**src/hw/rtl/tcwaf_pkg.sv**
```systemverilog
// ----------------------------------------------------------------------------
// tcwaf_pkg
// Shared types, constants and frame layout for the two-channel window
// average framer.
// ----------------------------------------------------------------------------
package tcwaf_pkg;

  localparam int WINDOW_MAX_SAMPLES = 256;

  localparam int DATA_W    = 12;
  localparam int CHAN_W    = 4;
  localparam int COUNT_W   = $clog2(WINDOW_MAX_SAMPLES + 1);
  localparam int SUM_W     = DATA_W + $clog2(WINDOW_MAX_SAMPLES);
  localparam int DIV_CNT_W = $clog2(SUM_W + 1);

  localparam int FRAME_LEN = 11;
  localparam int BYTE_IDX_W = $clog2(FRAME_LEN);

  localparam int CFG_INDEX_W = 4;
  localparam int CFG_DATA_W  = CHAN_W;

  // config register indexes
  localparam logic [CFG_INDEX_W-1:0] CFG_X_CHANNEL = CFG_INDEX_W'(0);
  localparam logic [CFG_INDEX_W-1:0] CFG_Y_CHANNEL = CFG_INDEX_W'(1);

  localparam logic [CHAN_W-1:0] X_CHANNEL_RESET = CHAN_W'(4);
  localparam logic [CHAN_W-1:0] Y_CHANNEL_RESET = CHAN_W'(5);

  // item function codes
  localparam logic FUNC_SAMPLE     = 1'b0;
  localparam logic FUNC_WINDOW_END = 1'b1;

  // frame characters
  localparam logic [7:0] CHR_AT      = 8'h40;
  localparam logic [7:0] CHR_VERSION = 8'h01;
  localparam logic [7:0] CHR_R       = 8'h52;
  localparam logic [7:0] CHR_E       = 8'h65;
  localparam logic [7:0] CHR_N       = 8'h6E;
  localparam logic [7:0] CHR_D       = 8'h64;
  localparam logic [7:0] CHR_NL      = 8'h0A;

  // frame byte positions
  localparam logic [BYTE_IDX_W-1:0] POS_AT   = BYTE_IDX_W'(0);
  localparam logic [BYTE_IDX_W-1:0] POS_VER  = BYTE_IDX_W'(1);
  localparam logic [BYTE_IDX_W-1:0] POS_R    = BYTE_IDX_W'(2);
  localparam logic [BYTE_IDX_W-1:0] POS_XLO  = BYTE_IDX_W'(3);
  localparam logic [BYTE_IDX_W-1:0] POS_XHI  = BYTE_IDX_W'(4);
  localparam logic [BYTE_IDX_W-1:0] POS_YLO  = BYTE_IDX_W'(5);
  localparam logic [BYTE_IDX_W-1:0] POS_YHI  = BYTE_IDX_W'(6);
  localparam logic [BYTE_IDX_W-1:0] POS_E    = BYTE_IDX_W'(7);
  localparam logic [BYTE_IDX_W-1:0] POS_N    = BYTE_IDX_W'(8);
  localparam logic [BYTE_IDX_W-1:0] POS_D    = BYTE_IDX_W'(9);
  localparam logic [BYTE_IDX_W-1:0] POS_LAST = BYTE_IDX_W'(FRAME_LEN - 1);

  typedef struct packed {
    logic              func;
    logic [CHAN_W-1:0] sample_channel;
    logic [DATA_W-1:0] sample_value;
  } in_item_t;

  typedef struct packed {
    logic [7:0] frame_byte;
    logic       last_byte;
  } out_item_t;

  // controller to datapath
  typedef struct packed {
    logic sample_en;
    logic div_load;
    logic div_sel;     // 0 = x, 1 = y
    logic div_step;
    logic held_write;
    logic win_clear;
    logic byte_next;
  } cmd_t;

  // datapath to controller
  typedef struct packed {
    logic div_done;
    logic byte_last;
  } status_t;

  function automatic logic [7:0] frame_byte_f(
    input logic [BYTE_IDX_W-1:0] idx,
    input logic [DATA_W-1:0]     hx,
    input logic [DATA_W-1:0]     hy
  );
    logic [15:0] wx;
    logic [15:0] wy;
    logic [7:0]  b;
    wx = 16'(hx);
    wy = 16'(hy);
    unique case (idx)
      POS_AT:   b = CHR_AT;
      POS_VER:  b = CHR_VERSION;
      POS_R:    b = CHR_R;
      POS_XLO:  b = wx[7:0];
      POS_XHI:  b = wx[15:8];
      POS_YLO:  b = wy[7:0];
      POS_YHI:  b = wy[15:8];
      POS_E:    b = CHR_E;
      POS_N:    b = CHR_N;
      POS_D:    b = CHR_D;
      POS_LAST: b = CHR_NL;
      default:  b = CHR_NL;
    endcase
    return b;
  endfunction

endpackage

```
**src/hw/rtl/tcwaf_ctrl.sv**
```systemverilog
// ----------------------------------------------------------------------------
// tcwaf_ctrl
// Controller: takes items, sequences the shared divider over both channels
// and walks the output frame.
// ----------------------------------------------------------------------------
module tcwaf_ctrl (
  input  logic              clk,
  input  logic              rst,
  input  logic              in_valid,
  input  logic              in_func,
  output logic              in_stall,
  output logic              out_valid,
  input  logic              out_stall,
  output tcwaf_pkg::cmd_t    cmd,
  input  tcwaf_pkg::status_t status
);
  import tcwaf_pkg::*;

  typedef enum logic [1:0] {
    S_IDLE,
    S_LOAD,
    S_DIV,
    S_SEND
  } state_t;

  state_t state;
  logic   sel;

  logic in_take;
  logic out_take;

  assign in_stall = (state != S_IDLE);
  assign in_take  = (state == S_IDLE) && in_valid;
  assign out_take = out_valid && !out_stall;

  always_comb begin
    cmd            = '0;
    cmd.div_sel    = sel;
    cmd.sample_en  = in_take && (in_func == FUNC_SAMPLE);
    cmd.div_load   = (state == S_LOAD);
    cmd.div_step   = (state == S_DIV) && !status.div_done;
    cmd.held_write = (state == S_DIV) && status.div_done;
    cmd.win_clear  = (state == S_DIV) && status.div_done && sel;
    cmd.byte_next  = (state == S_SEND) && out_take;
  end

  always_ff @(posedge clk) begin
    if (rst) begin
      state     <= S_IDLE;
      sel       <= 1'b0;
      out_valid <= 1'b0;
    end else begin
      unique case (state)
        S_IDLE: begin
          if (in_take && (in_func == FUNC_WINDOW_END)) begin
            state <= S_LOAD;
            sel   <= 1'b0;
          end
        end
        S_LOAD: begin
          state <= S_DIV;
        end
        S_DIV: begin
          if (status.div_done) begin
            if (sel) begin
              state     <= S_SEND;
              out_valid <= 1'b1;
            end else begin
              state <= S_LOAD;
              sel   <= 1'b1;
            end
          end
        end
        S_SEND: begin
          if (out_take && status.byte_last) begin
            state     <= S_IDLE;
            out_valid <= 1'b0;
          end
        end
        default: begin
          state <= S_IDLE;
        end
      endcase
    end
  end

endmodule

```
**src/hw/rtl/tcwaf_dpath.sv**
```systemverilog
// ----------------------------------------------------------------------------
// tcwaf_dpath
// Datapath: channel registers, window sums and counts, a shared restoring
// divider, held averages and the frame byte select.
// ----------------------------------------------------------------------------
module tcwaf_dpath (
  input  logic                              clk,
  input  logic                              rst,
  input  tcwaf_pkg::in_item_t               in_data,
  input  logic                              cfg_write,
  input  logic [tcwaf_pkg::CFG_INDEX_W-1:0] cfg_index,
  input  logic [tcwaf_pkg::CFG_DATA_W-1:0]  cfg_data,
  input  tcwaf_pkg::cmd_t                   cmd,
  output tcwaf_pkg::status_t                status,
  output tcwaf_pkg::out_item_t              out_data
);
  import tcwaf_pkg::*;

  logic [CHAN_W-1:0]     x_channel;
  logic [CHAN_W-1:0]     y_channel;
  logic [SUM_W-1:0]      x_sum;
  logic [SUM_W-1:0]      y_sum;
  logic [COUNT_W-1:0]    x_count;
  logic [COUNT_W-1:0]    y_count;
  logic [DATA_W-1:0]     held_x;
  logic [DATA_W-1:0]     held_y;

  logic [SUM_W-1:0]      quo;
  logic [COUNT_W-1:0]    rem;
  logic [COUNT_W-1:0]    divisor;
  logic                  divisor_zero;
  logic [DIV_CNT_W-1:0]  div_cnt;

  logic [BYTE_IDX_W-1:0] byte_idx;

  logic [COUNT_W:0]      trial;
  logic                  trial_ge;
  logic [COUNT_W:0]      trial_diff;
  logic                  hit_x;
  logic                  hit_y;

  // one quotient bit per step
  assign trial      = {rem, quo[SUM_W-1]};
  assign trial_ge   = trial >= {1'b0, divisor};
  assign trial_diff = trial - {1'b0, divisor};

  // equal channel registers count for x only
  assign hit_x = (in_data.sample_channel == x_channel);
  assign hit_y = !hit_x && (in_data.sample_channel == y_channel);

  assign status.div_done  = (div_cnt == '0);
  assign status.byte_last = (byte_idx == POS_LAST);

  assign out_data.frame_byte = frame_byte_f(byte_idx, held_x, held_y);
  assign out_data.last_byte  = (byte_idx == POS_LAST);

  always_ff @(posedge clk) begin
    if (rst) begin
      x_channel <= X_CHANNEL_RESET;
      y_channel <= Y_CHANNEL_RESET;
    end else if (cfg_write) begin
      if (cfg_index == CFG_X_CHANNEL) begin
        x_channel <= cfg_data;
      end else if (cfg_index == CFG_Y_CHANNEL) begin
        y_channel <= cfg_data;
      end
    end
  end

  always_ff @(posedge clk) begin
    if (rst) begin
      x_sum   <= '0;
      y_sum   <= '0;
      x_count <= '0;
      y_count <= '0;
    end else if (cmd.win_clear) begin
      x_sum   <= '0;
      y_sum   <= '0;
      x_count <= '0;
      y_count <= '0;
    end else if (cmd.sample_en) begin
      if (hit_x && (x_count < COUNT_W'(WINDOW_MAX_SAMPLES))) begin
        x_sum   <= x_sum + SUM_W'(in_data.sample_value);
        x_count <= x_count + COUNT_W'(1);
      end
      if (hit_y && (y_count < COUNT_W'(WINDOW_MAX_SAMPLES))) begin
        y_sum   <= y_sum + SUM_W'(in_data.sample_value);
        y_count <= y_count + COUNT_W'(1);
      end
    end
  end

  always_ff @(posedge clk) begin
    if (rst) begin
      div_cnt <= '0;
    end else if (cmd.div_load) begin
      div_cnt <= DIV_CNT_W'(SUM_W);
    end else if (cmd.div_step) begin
      div_cnt <= div_cnt - DIV_CNT_W'(1);
    end
  end

  always_ff @(posedge clk) begin
    if (cmd.div_load) begin
      quo          <= cmd.div_sel ? y_sum : x_sum;
      divisor      <= cmd.div_sel ? y_count : x_count;
      divisor_zero <= cmd.div_sel ? (y_count == '0) : (x_count == '0);
      rem          <= '0;
    end else if (cmd.div_step) begin
      quo <= {quo[SUM_W-2:0], trial_ge};
      rem <= trial_ge ? trial_diff[COUNT_W-1:0] : trial[COUNT_W-1:0];
    end
  end

  always_ff @(posedge clk) begin
    if (rst) begin
      held_x <= '0;
      held_y <= '0;
    end else if (cmd.held_write && !divisor_zero) begin
      if (cmd.div_sel) begin
        held_y <= quo[DATA_W-1:0];
      end else begin
        held_x <= quo[DATA_W-1:0];
      end
    end
  end

  always_ff @(posedge clk) begin
    if (rst) begin
      byte_idx <= '0;
    end else if (cmd.byte_next) begin
      byte_idx <= (byte_idx == POS_LAST) ? '0 : byte_idx + BYTE_IDX_W'(1);
    end
  end

endmodule

```
**src/hw/rtl/two_channel_window_average_framer.sv**
```systemverilog
// ----------------------------------------------------------------------------
// two_channel_window_average_framer
// Sums and counts tagged samples of two channels and, on a window end,
// emits an 11-byte frame carrying both truncated window means.
// ----------------------------------------------------------------------------
// sample item: taken while the block is idle, next item may follow in the next cycle
// window end: x then y go through the shared divider (load, then steps until done),
//   then 11 frame bytes at one per cycle while out_stall is low
// no input is taken from window end until the last frame byte leaves
// rst (synchronous): channels 4 and 5, sums, counts and held means cleared
module two_channel_window_average_framer (
  input  logic                              clk,
  input  logic                              rst,
  input  logic                              in_valid,
  output logic                              in_stall,
  input  tcwaf_pkg::in_item_t               in_data,
  output logic                              out_valid,
  input  logic                              out_stall,
  output tcwaf_pkg::out_item_t              out_data,
  input  logic                              cfg_valid,
  output logic                              cfg_ready,
  input  logic [tcwaf_pkg::CFG_INDEX_W-1:0] cfg_index,
  input  logic [tcwaf_pkg::CFG_DATA_W-1:0]  cfg_data
);
  import tcwaf_pkg::*;

  cmd_t    cmd;
  status_t status;

  assign cfg_ready = 1'b1;

  tcwaf_ctrl u_ctrl (
    .clk       (clk),
    .rst       (rst),
    .in_valid  (in_valid),
    .in_func   (in_data.func),
    .in_stall  (in_stall),
    .out_valid (out_valid),
    .out_stall (out_stall),
    .cmd       (cmd),
    .status    (status)
  );

  tcwaf_dpath u_dpath (
    .clk       (clk),
    .rst       (rst),
    .in_data   (in_data),
    .cfg_write (cfg_valid && cfg_ready),
    .cfg_index (cfg_index),
    .cfg_data  (cfg_data),
    .cmd       (cmd),
    .status    (status),
    .out_data  (out_data)
  );

endmodule

```
**config.mk**
```make
export PLATFORM = sky130hd
export DESIGN_NAME = two_channel_window_average_framer
export DESIGN_NICKNAME = d
export VERILOG_FILES = /design/src/hw/rtl/tcwaf_pkg.sv /design/src/hw/rtl/tcwaf_ctrl.sv /design/src/hw/rtl/tcwaf_dpath.sv /design/src/hw/rtl/two_channel_window_average_framer.sv
export SDC_FILE = /design/constraint.sdc
export NUM_CORES = 1
export LEC_CHECK = 0
export ABC_AREA = 1
export BUFFER_PORTS_ARGS = -buffer_cell sky130_fd_sc_hd__buf_4
export CORE_MARGIN = 1
export CORE_UTILIZATION = 45
export CTS_CLUSTER_SIZE = 25
export DETAILED_ROUTE_END_ITERATION = 8
export GPL_ROUTABILITY_DRIVEN = 0
export PLACE_DENSITY_LB_ADDON = 0.1
export SLEW_MARGIN = 0
export SYNTH_ARGS = -nofsm -noshare
export SYNTH_HDL_FRONTEND = slang
export SYNTH_SLANG_ARGS = --single-unit
export TNS_END_PERCENT = 100
```
**constraint.sdc**
```tcl
create_clock -name clk -period 3 [get_ports clk]
set_input_delay 0.6 -clock clk [delete_from_list [all_inputs] [get_ports clk]]
set_output_delay 0.6 -clock clk [all_outputs]
set_load 0.01 [all_outputs]
```
# Word-level counts from Yosys, hierarchy flattened
# Index checks and enable logic that the tools add are counted.
# classes
addsub	7
order_cmp	3
eq_ne	20
muxes	22
n_bitwise	3
n_reduce_logical	38
# op_table
operator	count
one-hot mux 8 bit (10 select lines)	1
2-to-1 mux 20 bit	3
adder 20 x 12 -> 20 bit	2
adder 9 x 1 -> 9 bit (second input constant)	2
zero test 9 bit	2
< comparator 9 bit (second input constant)	2
2-to-1 mux 9 bit	2
equality test 4 x 3 -> 1 bit (second input constant)	4
logical AND 1 bit	13
equality test 4 bit (second input constant)	3
>= comparator 10 x 9 -> 1 bit	1
2-to-1 mux 5 bit	2
AND reduction 2 bit	5
AND reduction 3 bit	3
subtractor 9 bit	1
equality test 4 x 1 -> 1 bit (second input constant)	2
equality test 4 x 2 -> 1 bit (second input constant)	2
equality test 4 bit	2
zero test 4 bit	2
2-to-1 mux 2 bit	4
one-hot mux 2 bit (4 select lines)	1
nonzero test 2 bit	4
2-to-1 mux 1 bit	6
zero test 5 bit	1
13 further kinds	23
# word_totals
reg_bits	142
inputBits	30
output_inout_bits	12
elab_cells	111

# Logic depth before layout (Yosys ltp)
# Gate-level depths: netlist (run 1).
# depth
depth_word	5
mapped_depth	14
ltp_nobuf	14

# Hierarchy
# A second synthesis (run 1) with hierarchy kept.
# unflattened
cells_unflattened	1225
area_unflattened_um2	8529.4
# by_module_without_submodules
mod	instances	cells_each	area_each_um2	seq_area_each_um2
tcwaf_dpath	1	1177	8241.7	3062.9
tcwaf_ctrl	1	46	276.5	80.1
two_channel_window_average_framer	1	2	11.3	0.0

# Worst setup path before layout (run 1)
# No wires, ideal clock.
# synth_path
path_type	input -> register
startpoint	input port in_data[0] (netlist name)
endpoint	register u_dpath.x_sum[14]
setup_time_ns	0.115
t_arrival_ns	2.048
required_ns	2.885
setup_slack_ns	0.837
cell_stages	10
n_path_buf	0
path_cell_list	ha_1 > inv_1 > fa_1 > nand3b_1 > nand2_1 > a21oi_1 > o21ai_0 > nand3_1 > nand2_1 > nor2_1
# synth_between
elab_chain_len	1
# synth_lines
element	line_no	source
from (decl)	two_channel_window_average_framer.sv:16	input tcwaf_pkg::in_item_t in_data,
adder 20 x 12 -> 20 bit	tcwaf_dpath.sv:83	x_sum <= x_sum + SUM_W'(in_data.sample_value);
to (signal assigned)	tcwaf_dpath.sv:83	
to (decl)	tcwaf_dpath.sv:21	logic [SUM_W-1:0] x_sum;
# No other way between the ends.
# A chain may end at the register's enable or synchronous reset.

==> results.ini, run 1 <==
[drt]
routed.top_layer=met4
dr_wl_met3_um=770
first_pass_iters=5
antenna_left=0
drc=0
dr.first_iter.drc_count=432
wl_met1_mm=11.1
via_per_inst=5.22
num_vias=7547
avgRoutedWirePerCell_um=14.7
met2WireLength_mm=9.15
routed_wl_mm=21.3

[yosys]
syn_area_per_cell_um2=7.07
synth-seq-area-share_pct=38.1
synth_nets=1238
synth_warnings=0
ys_ff_latch=142
synth_edf_count=30
synth_async_sr_flop_share_pct=0
synth.cell_area_um2=8250
ys.flop_type=dfxtp_1
synth_cells=1167
ys_types=49

[clock_tree]
cts_setup_buffers=0
cts_sinks=142
insertion_delay_ns=0.43
cts-root-buf=clkbuf_16
cts_resized=0
cts_buffers=17
cts_buffer_depth=2
clk_pin_slew_worst_paths_ns=0.06
holdBufCountCts=0
cts_tree=yes
htreeDepth=4

[floorplan]
coreArea_um2=18000
die_h_um=137
die-width_um=137
start_util_pct=45.9
dieArea_um2=18900
rows=49
io_pins=42

[timing]
worstMarginPinSlew_ns=0.789
min_period_over_period_pct=85.2
finalCriticalPeriod_ns=2.56
final_max_slew_viol_count=0
finalSetupViolations=0
max_freq_mhz=391
relSlewSlack_pct=47.4
fin_tns_setup_ns=0
skew_ns=0.0123
rsz0062_at_grt=false
hold_violations=0
hold-worst-slack_ns=0.405

[setup_path]
critPathRequiredTime_ns=2.40
start_kind=flop
startpoint=u_dpath.byte_idx[3]$_SDFFE_PP0P_
crit_path_end_kind=primary output
cp.arrival_ns=1.96
critPathKind=flop to primary output
r2r_start=u_dpath.y_sum[0]$_SDFFE_PP0P_
crit_fanout=7

[global_route]
antenna_found_initial=0
grt_overflow_total=0
grt_pass1_vias=6828
grt_first_pass_wirelength_mm=34.5
grt_max_degree=39
grt_util_all_layers_pct=23.6

[placed_design]
port_buffers=40
place_hpwl_mm=15.8
dpl_cell_area_um2=8730

[power]
leakage_uw=0.00415
powerDensity_nw_per_um2=664
ir_drop_uv=427

[final_layout]
post-route-util_pct=51.8
drive_above_1_share_pct=8.46
syn2layout_area_growth_pct=12.9
stdcell_area_um2=9310
nFillCells=1781
antenna_cells=0
nets=1275

[min_path]
hp-start=cfg_data[0]
hold_class=input pin to flop

[outcome]
outcome=completed

[job]
maxCapViolations=0

==> worst max-delay path: stages (launching register included) <==
cell,delay (ns)
dfxtp_1,0.34
nor2_1,0.15
inv_1,0.09
nor2_1,0.45
a22o_1,0.24
a21oi_1,0.05
nand3_1,0.10
buf_4,0.12
==> final timing paths <==
kind | end | slack (ns) | cells past startpoint
max | out_data[2] | 0.44 | 7
min | u_dpath.y_channel[0]$_SDFFE_PP1P_ | 0.40 | 3
max reg2reg | u_dpath.y_sum[18]$_SDFFE_PP0P_ | 0.68 | 12
min reg2reg | u_dpath.div_cnt[0]$_SDFFE_PP0P_ | 0.47 | 2
==> sequential cells by signal, summed over array words and instances (netlist names) <==
| name | flops |
|---|---|
| u_dpath.byte_idx | 4 |
| u_dpath.held_y | 12 |
| u_dpath.x_count | 9 |
| u_dpath.rem | 9 |
| u_dpath.held_x | 12 |
| u_dpath.divisor_zero | 1 |
| u_dpath.y_count | 9 |
| u_dpath.x_channel | 4 |
| u_dpath.x_sum | 20 |
| u_ctrl.state | 2 |
| u_ctrl.sel | 1 |
| u_dpath.div_cnt | 5 |
| u_dpath.divisor | 9 |
| u_ctrl.out_valid | 1 |
| u_dpath.y_channel | 4 |
| u_dpath.y_sum | 20 |
| u_dpath.quo | 20 |
==> area by class of cell <==
type | count | area, µm² | area share [%]
Clock inverter | 12 | 145 | 1.56
Sequential cell | 142 | 3140 | 33.8
Multi-Input combinational cell | 858 | 4410 | 47.3
Timing Repair Buffer | 53 | 398 | 4.27
Tap cell | 229 | 287 | 3.08
Inverter | 132 | 497 | 5.33
Clock buffer | 20 | 437 | 4.69
==> layout by cell type (no fill, tap or decap), drive strengths merged <==
| cell type | instances |
|---|---|
| nand2 | 251 |
| nor2 | 182 |
| inv | 131 |
| o21ai | 120 |
| dfxtp | 112 |
| a21oi | 89 |
| nand3 | 64 |
| buf | 53 |
| ha | 38 |
| edfxtp | 30 |
| nand4 | 21 |
| clkbuf | 20 |
| xnor2 | 15 |
| nor3 | 14 |
| xor2 | 13 |
| a21o | 9 |
| clkinv | 8 |
| o21a | 5 |
| a211oi | 5 |
| a31oi | 4 |
| a22o | 3 |
| o21bai | 3 |
| nor3b | 3 |
| nand3b | 3 |
| fa | 3 |
| bufinv | 3 |
| or2 | 3 |
| nor4 | 2 |
| clkinvlp | 2 |
| o211ai | 1 |
| a221o | 1 |
| a221oi | 1 |
| o22ai | 1 |
| and3 | 1 |
| o2111ai | 1 |
| a22oi | 1 |
| conb | 1 |
==> stage by stage <==
step / total power, µW / instances / setup WS, ns
after floorplan: 3650 / 1167 / 0.837
after global placement: 4080 / 1414 / 0.503
after detailed placement: 4100 / 1414 / 0.462
after CTS: 6210 / 1446 / 0.456
after global routing: 6570 / 1446 / 0.268
final: 6180 / 1446 / 0.445
==> logic make-up after synthesis <==
logic type | after synthesis | synth area share [%]
simple gates | 544 | 27.7
compound gates | 244 | 16.2
buf+inv | 167 | 8.50
flops | 142 | 38.1
fa+ha+maj | 41 | 6.49
xor+xnor | 28 | 2.97
other cells | 1 | 0.0455
==> where the power goes <==
part	switching [µW]	total [µW]	internal [µW]
clock	822	2120	1300
combinational	1050	1600	548
sequential	183	2470	2290
total	2050	6180	4130
==> metal layers <==
| layer | vias to the layer above | global-route usage, % |
|---|---|---|
| met4 | 0 | 6.84 |
| met5 | - | 0 |
| met3 | 17 | 3.64 |
| met1 | 3451 | 34.0 |
| met2 | 146 | 36.3 |
| li1 | 3933 | - |
==> Yosys cell counts (6+ instances only) <==
cell      instances  share of area (%)
nand2_1         248                 11
nor2_1          176                8.0
inv_1           129                5.9
o21ai_0         114                6.9
dfxtp_1         112                 27
a21oi_1          89                5.4
nand3_1          64                3.9
ha_1             38                5.8
edfxtp_1         30                 11
nand4_1          21                1.6
clkbuf_1         18               0.82
xnor2_1          15                1.6
xor2_1           13                1.4
nor3_1           11               0.67
a21o_1            9               0.82
buf_2             8               0.49
o21ai_1           6               0.36
No activity file was read; power rests on OpenSTA's default activity.
==> run 2, diff against run 1 <==
REMOVE_ABC_BUFFERS = 1   (was not set)
==> results.ini, run 2 (synthesis results as in run 1) <==
[timing]
skew_ns=0.0137  ; +0.00140 ns
fin_tns_setup_ns=0  ; unchanged
rsz0062_at_grt=false
relSlewSlack_pct=51.3  ; +4.0 points
min_period_over_period_pct=86.7  ; +1.6 points
finalSetupViolations=0  ; unchanged
finalCriticalPeriod_ns=2.60  ; +0.0468 ns
max_freq_mhz=384  ; -1.8%
worstMarginPinSlew_ns=0.729  ; -0.0592 ns
hold_violations=0  ; unchanged
final_max_slew_viol_count=0  ; unchanged

[setup_path]
rr_endpoint=u_dpath.quo[0]$_DFFE_PP_
critPathKind=flop to primary output
rrSetupSlack_ns=0.67  ; about the same
crit_path_end_kind=primary output
cp.arrival_ns=2.00  ; +0.04 ns
critPathRequiredTime_ns=2.40  ; about the same
reg2reg_depth=12  ; unchanged
r2r_start=u_dpath.quo[19]$_DFFE_PP_
start_kind=flop
crit_fanout=7  ; unchanged

[clock_tree]
cts_tree=yes
cts_buffer_depth=2  ; unchanged
clk_pin_slew_worst_paths_ns=0.06  ; about the same
cts_sinks=142  ; unchanged
insertion_delay_ns=0.43  ; about the same
cts_resized=0  ; unchanged
cts-root-buf=clkbuf_16
holdBufCountCts=0  ; unchanged
htreeDepth=4  ; unchanged
cts_buffers=17  ; unchanged
cts_setup_buffers=0  ; unchanged

[floorplan]
die_h_um=137  ; unchanged
io_pins=42  ; unchanged
start_util_pct=45.9  ; unchanged
dieArea_um2=18900  ; unchanged
die-width_um=137  ; unchanged
rows=49  ; unchanged
coreArea_um2=18000  ; unchanged

[drt]
avgRoutedWirePerCell_um=14.7  ; -0.30%
dr.first_iter.drc_count=582  ; +35%
num_vias=7545  ; -0.027%
drc=0  ; unchanged
first_pass_iters=5  ; unchanged
routed_wl_mm=21.2  ; -0.37%
via_per_inst=5.22  ; about the same
antenna_left=0  ; unchanged

[final_layout]
mostFrequentLayoutCells=nand2_1, nor2_1, inv_1
fin_cells=1445  ; -0.069%
antenna_cells=0  ; unchanged
drive_above_1_share_pct=8.63  ; +0.17 points
largest_registers=u_dpath.quo x20, u_dpath.x_sum x20, u_dpath.y_sum x20
syn2layout_area_growth_pct=13.7
nets=1274  ; -0.078%
stdcell_area_um2=9370  ; +0.67%
final_common_cell=nand2_1

[global_route]
grt_overflow_total=0  ; unchanged
grt_pass1_vias=6789  ; -0.57%
grt_first_pass_wirelength_mm=34.3  ; -0.38%
grt_util_all_layers_pct=23.6  ; -0.031 points
antenna_found_initial=1  ; +1
grt_max_degree=43  ; +10%

[outcome]
outcome=completed

[job]
maxCapViolations=0  ; unchanged

[min_path]
hp-start=cfg_data[0]
hold_class=input pin to flop
min_path_cells=3  ; unchanged
holdPathEnd=u_dpath.y_channel[0]$_SDFFE_PP1P_

[power]
powerDensity_nw_per_um2=676  ; +1.7%
ir_drop_uv=455  ; +6.6%
leakage_uw=0.00418  ; +0.85%

[placed_design]
place_hpwl_mm=15.7  ; -0.67%
dpl_cell_area_um2=8730  ; about the same
port_buffers=40  ; unchanged
dpl.cell_count=1413  ; -0.071%

==> run 2: cell count changes in the layout (fill, tap and decap cells not counted), moves of 2 or more <==
cell / delta
clkbuf_8: +4
buf_4: -2
clkinv_1: -2
clkinvlp_4: -2
==> run 2: where the power goes <==
part / total (µW) / leakage (µW) / internal [µW] / switching (µW)
clock network: 2280 / 0.000316 / 1450 / 826
logic: 1600 / 0.00268 / 560 / 1040
registers: 2460 / 0.00119 / 2280 / 174
==> run 2: metrics by stage <==
step	hold slack [ns]	setup WS, ns	util (%)	power (µW)
floorplan	0.437	0.420	-	3590
global route	0.403	0.299	52.2	6730
global placement	0.448	0.537	48.6	4080
CTS	0.395	0.400	52.2	6380
detailed placement	0.465	0.475	48.6	4090
finish	0.398	0.398	52.2	6330
==> run 2: worst max-delay path, cell delays in order, from the launching register on <==
cell,delay (ns)
dfxtp_1,0.32
nor2_1,0.16
inv_1,0.09
nor2_1,0.49
a22o_1,0.24
a21oi_1,0.04
nand3_1,0.11
buf_4,0.13
==> run 2: worst max path at each step <==
stage                                     start                              to  slack (ns)  cells past startpoint
5_1_grt        u_dpath.byte_idx[0]$_SDFFE_PP0P_                     out_data[2]        0.30                      6
2_1_floorplan      u_ctrl.state[0]$_SDFFE_PP0P_        u_dpath.quo[0]$_DFFE_PP_        0.42                      4
3_3_place_gp                         in_data[0]  u_dpath.x_sum[18]$_SDFFE_PP0P_        0.54                     11
4_1_cts        u_dpath.byte_idx[3]$_SDFFE_PP0P_                     out_data[2]        0.40                      7
3_5_place_dp                         in_data[0]  u_dpath.y_sum[18]$_SDFFE_PP0P_        0.47                     13
6_report       u_dpath.byte_idx[2]$_SDFFE_PP0P_                     out_data[2]        0.40                      7
==> run 2: area by class of cell <==
class,instances,area (µm²)
clock buffer,24,513
clock inverter,8,126
fill,1806,8590
inverter,132,497
multi-input combinational,858,4410
sequential,142,3140
tap,229,287
timing repair buffer,52,403
==> run 2: per-layer routing <==
layer  track usage, %  routed length (µm)
met1             32.4               10300
met2             37.2                9600
met3             4.23                 943
met4             8.00                 345
met5                0                   0
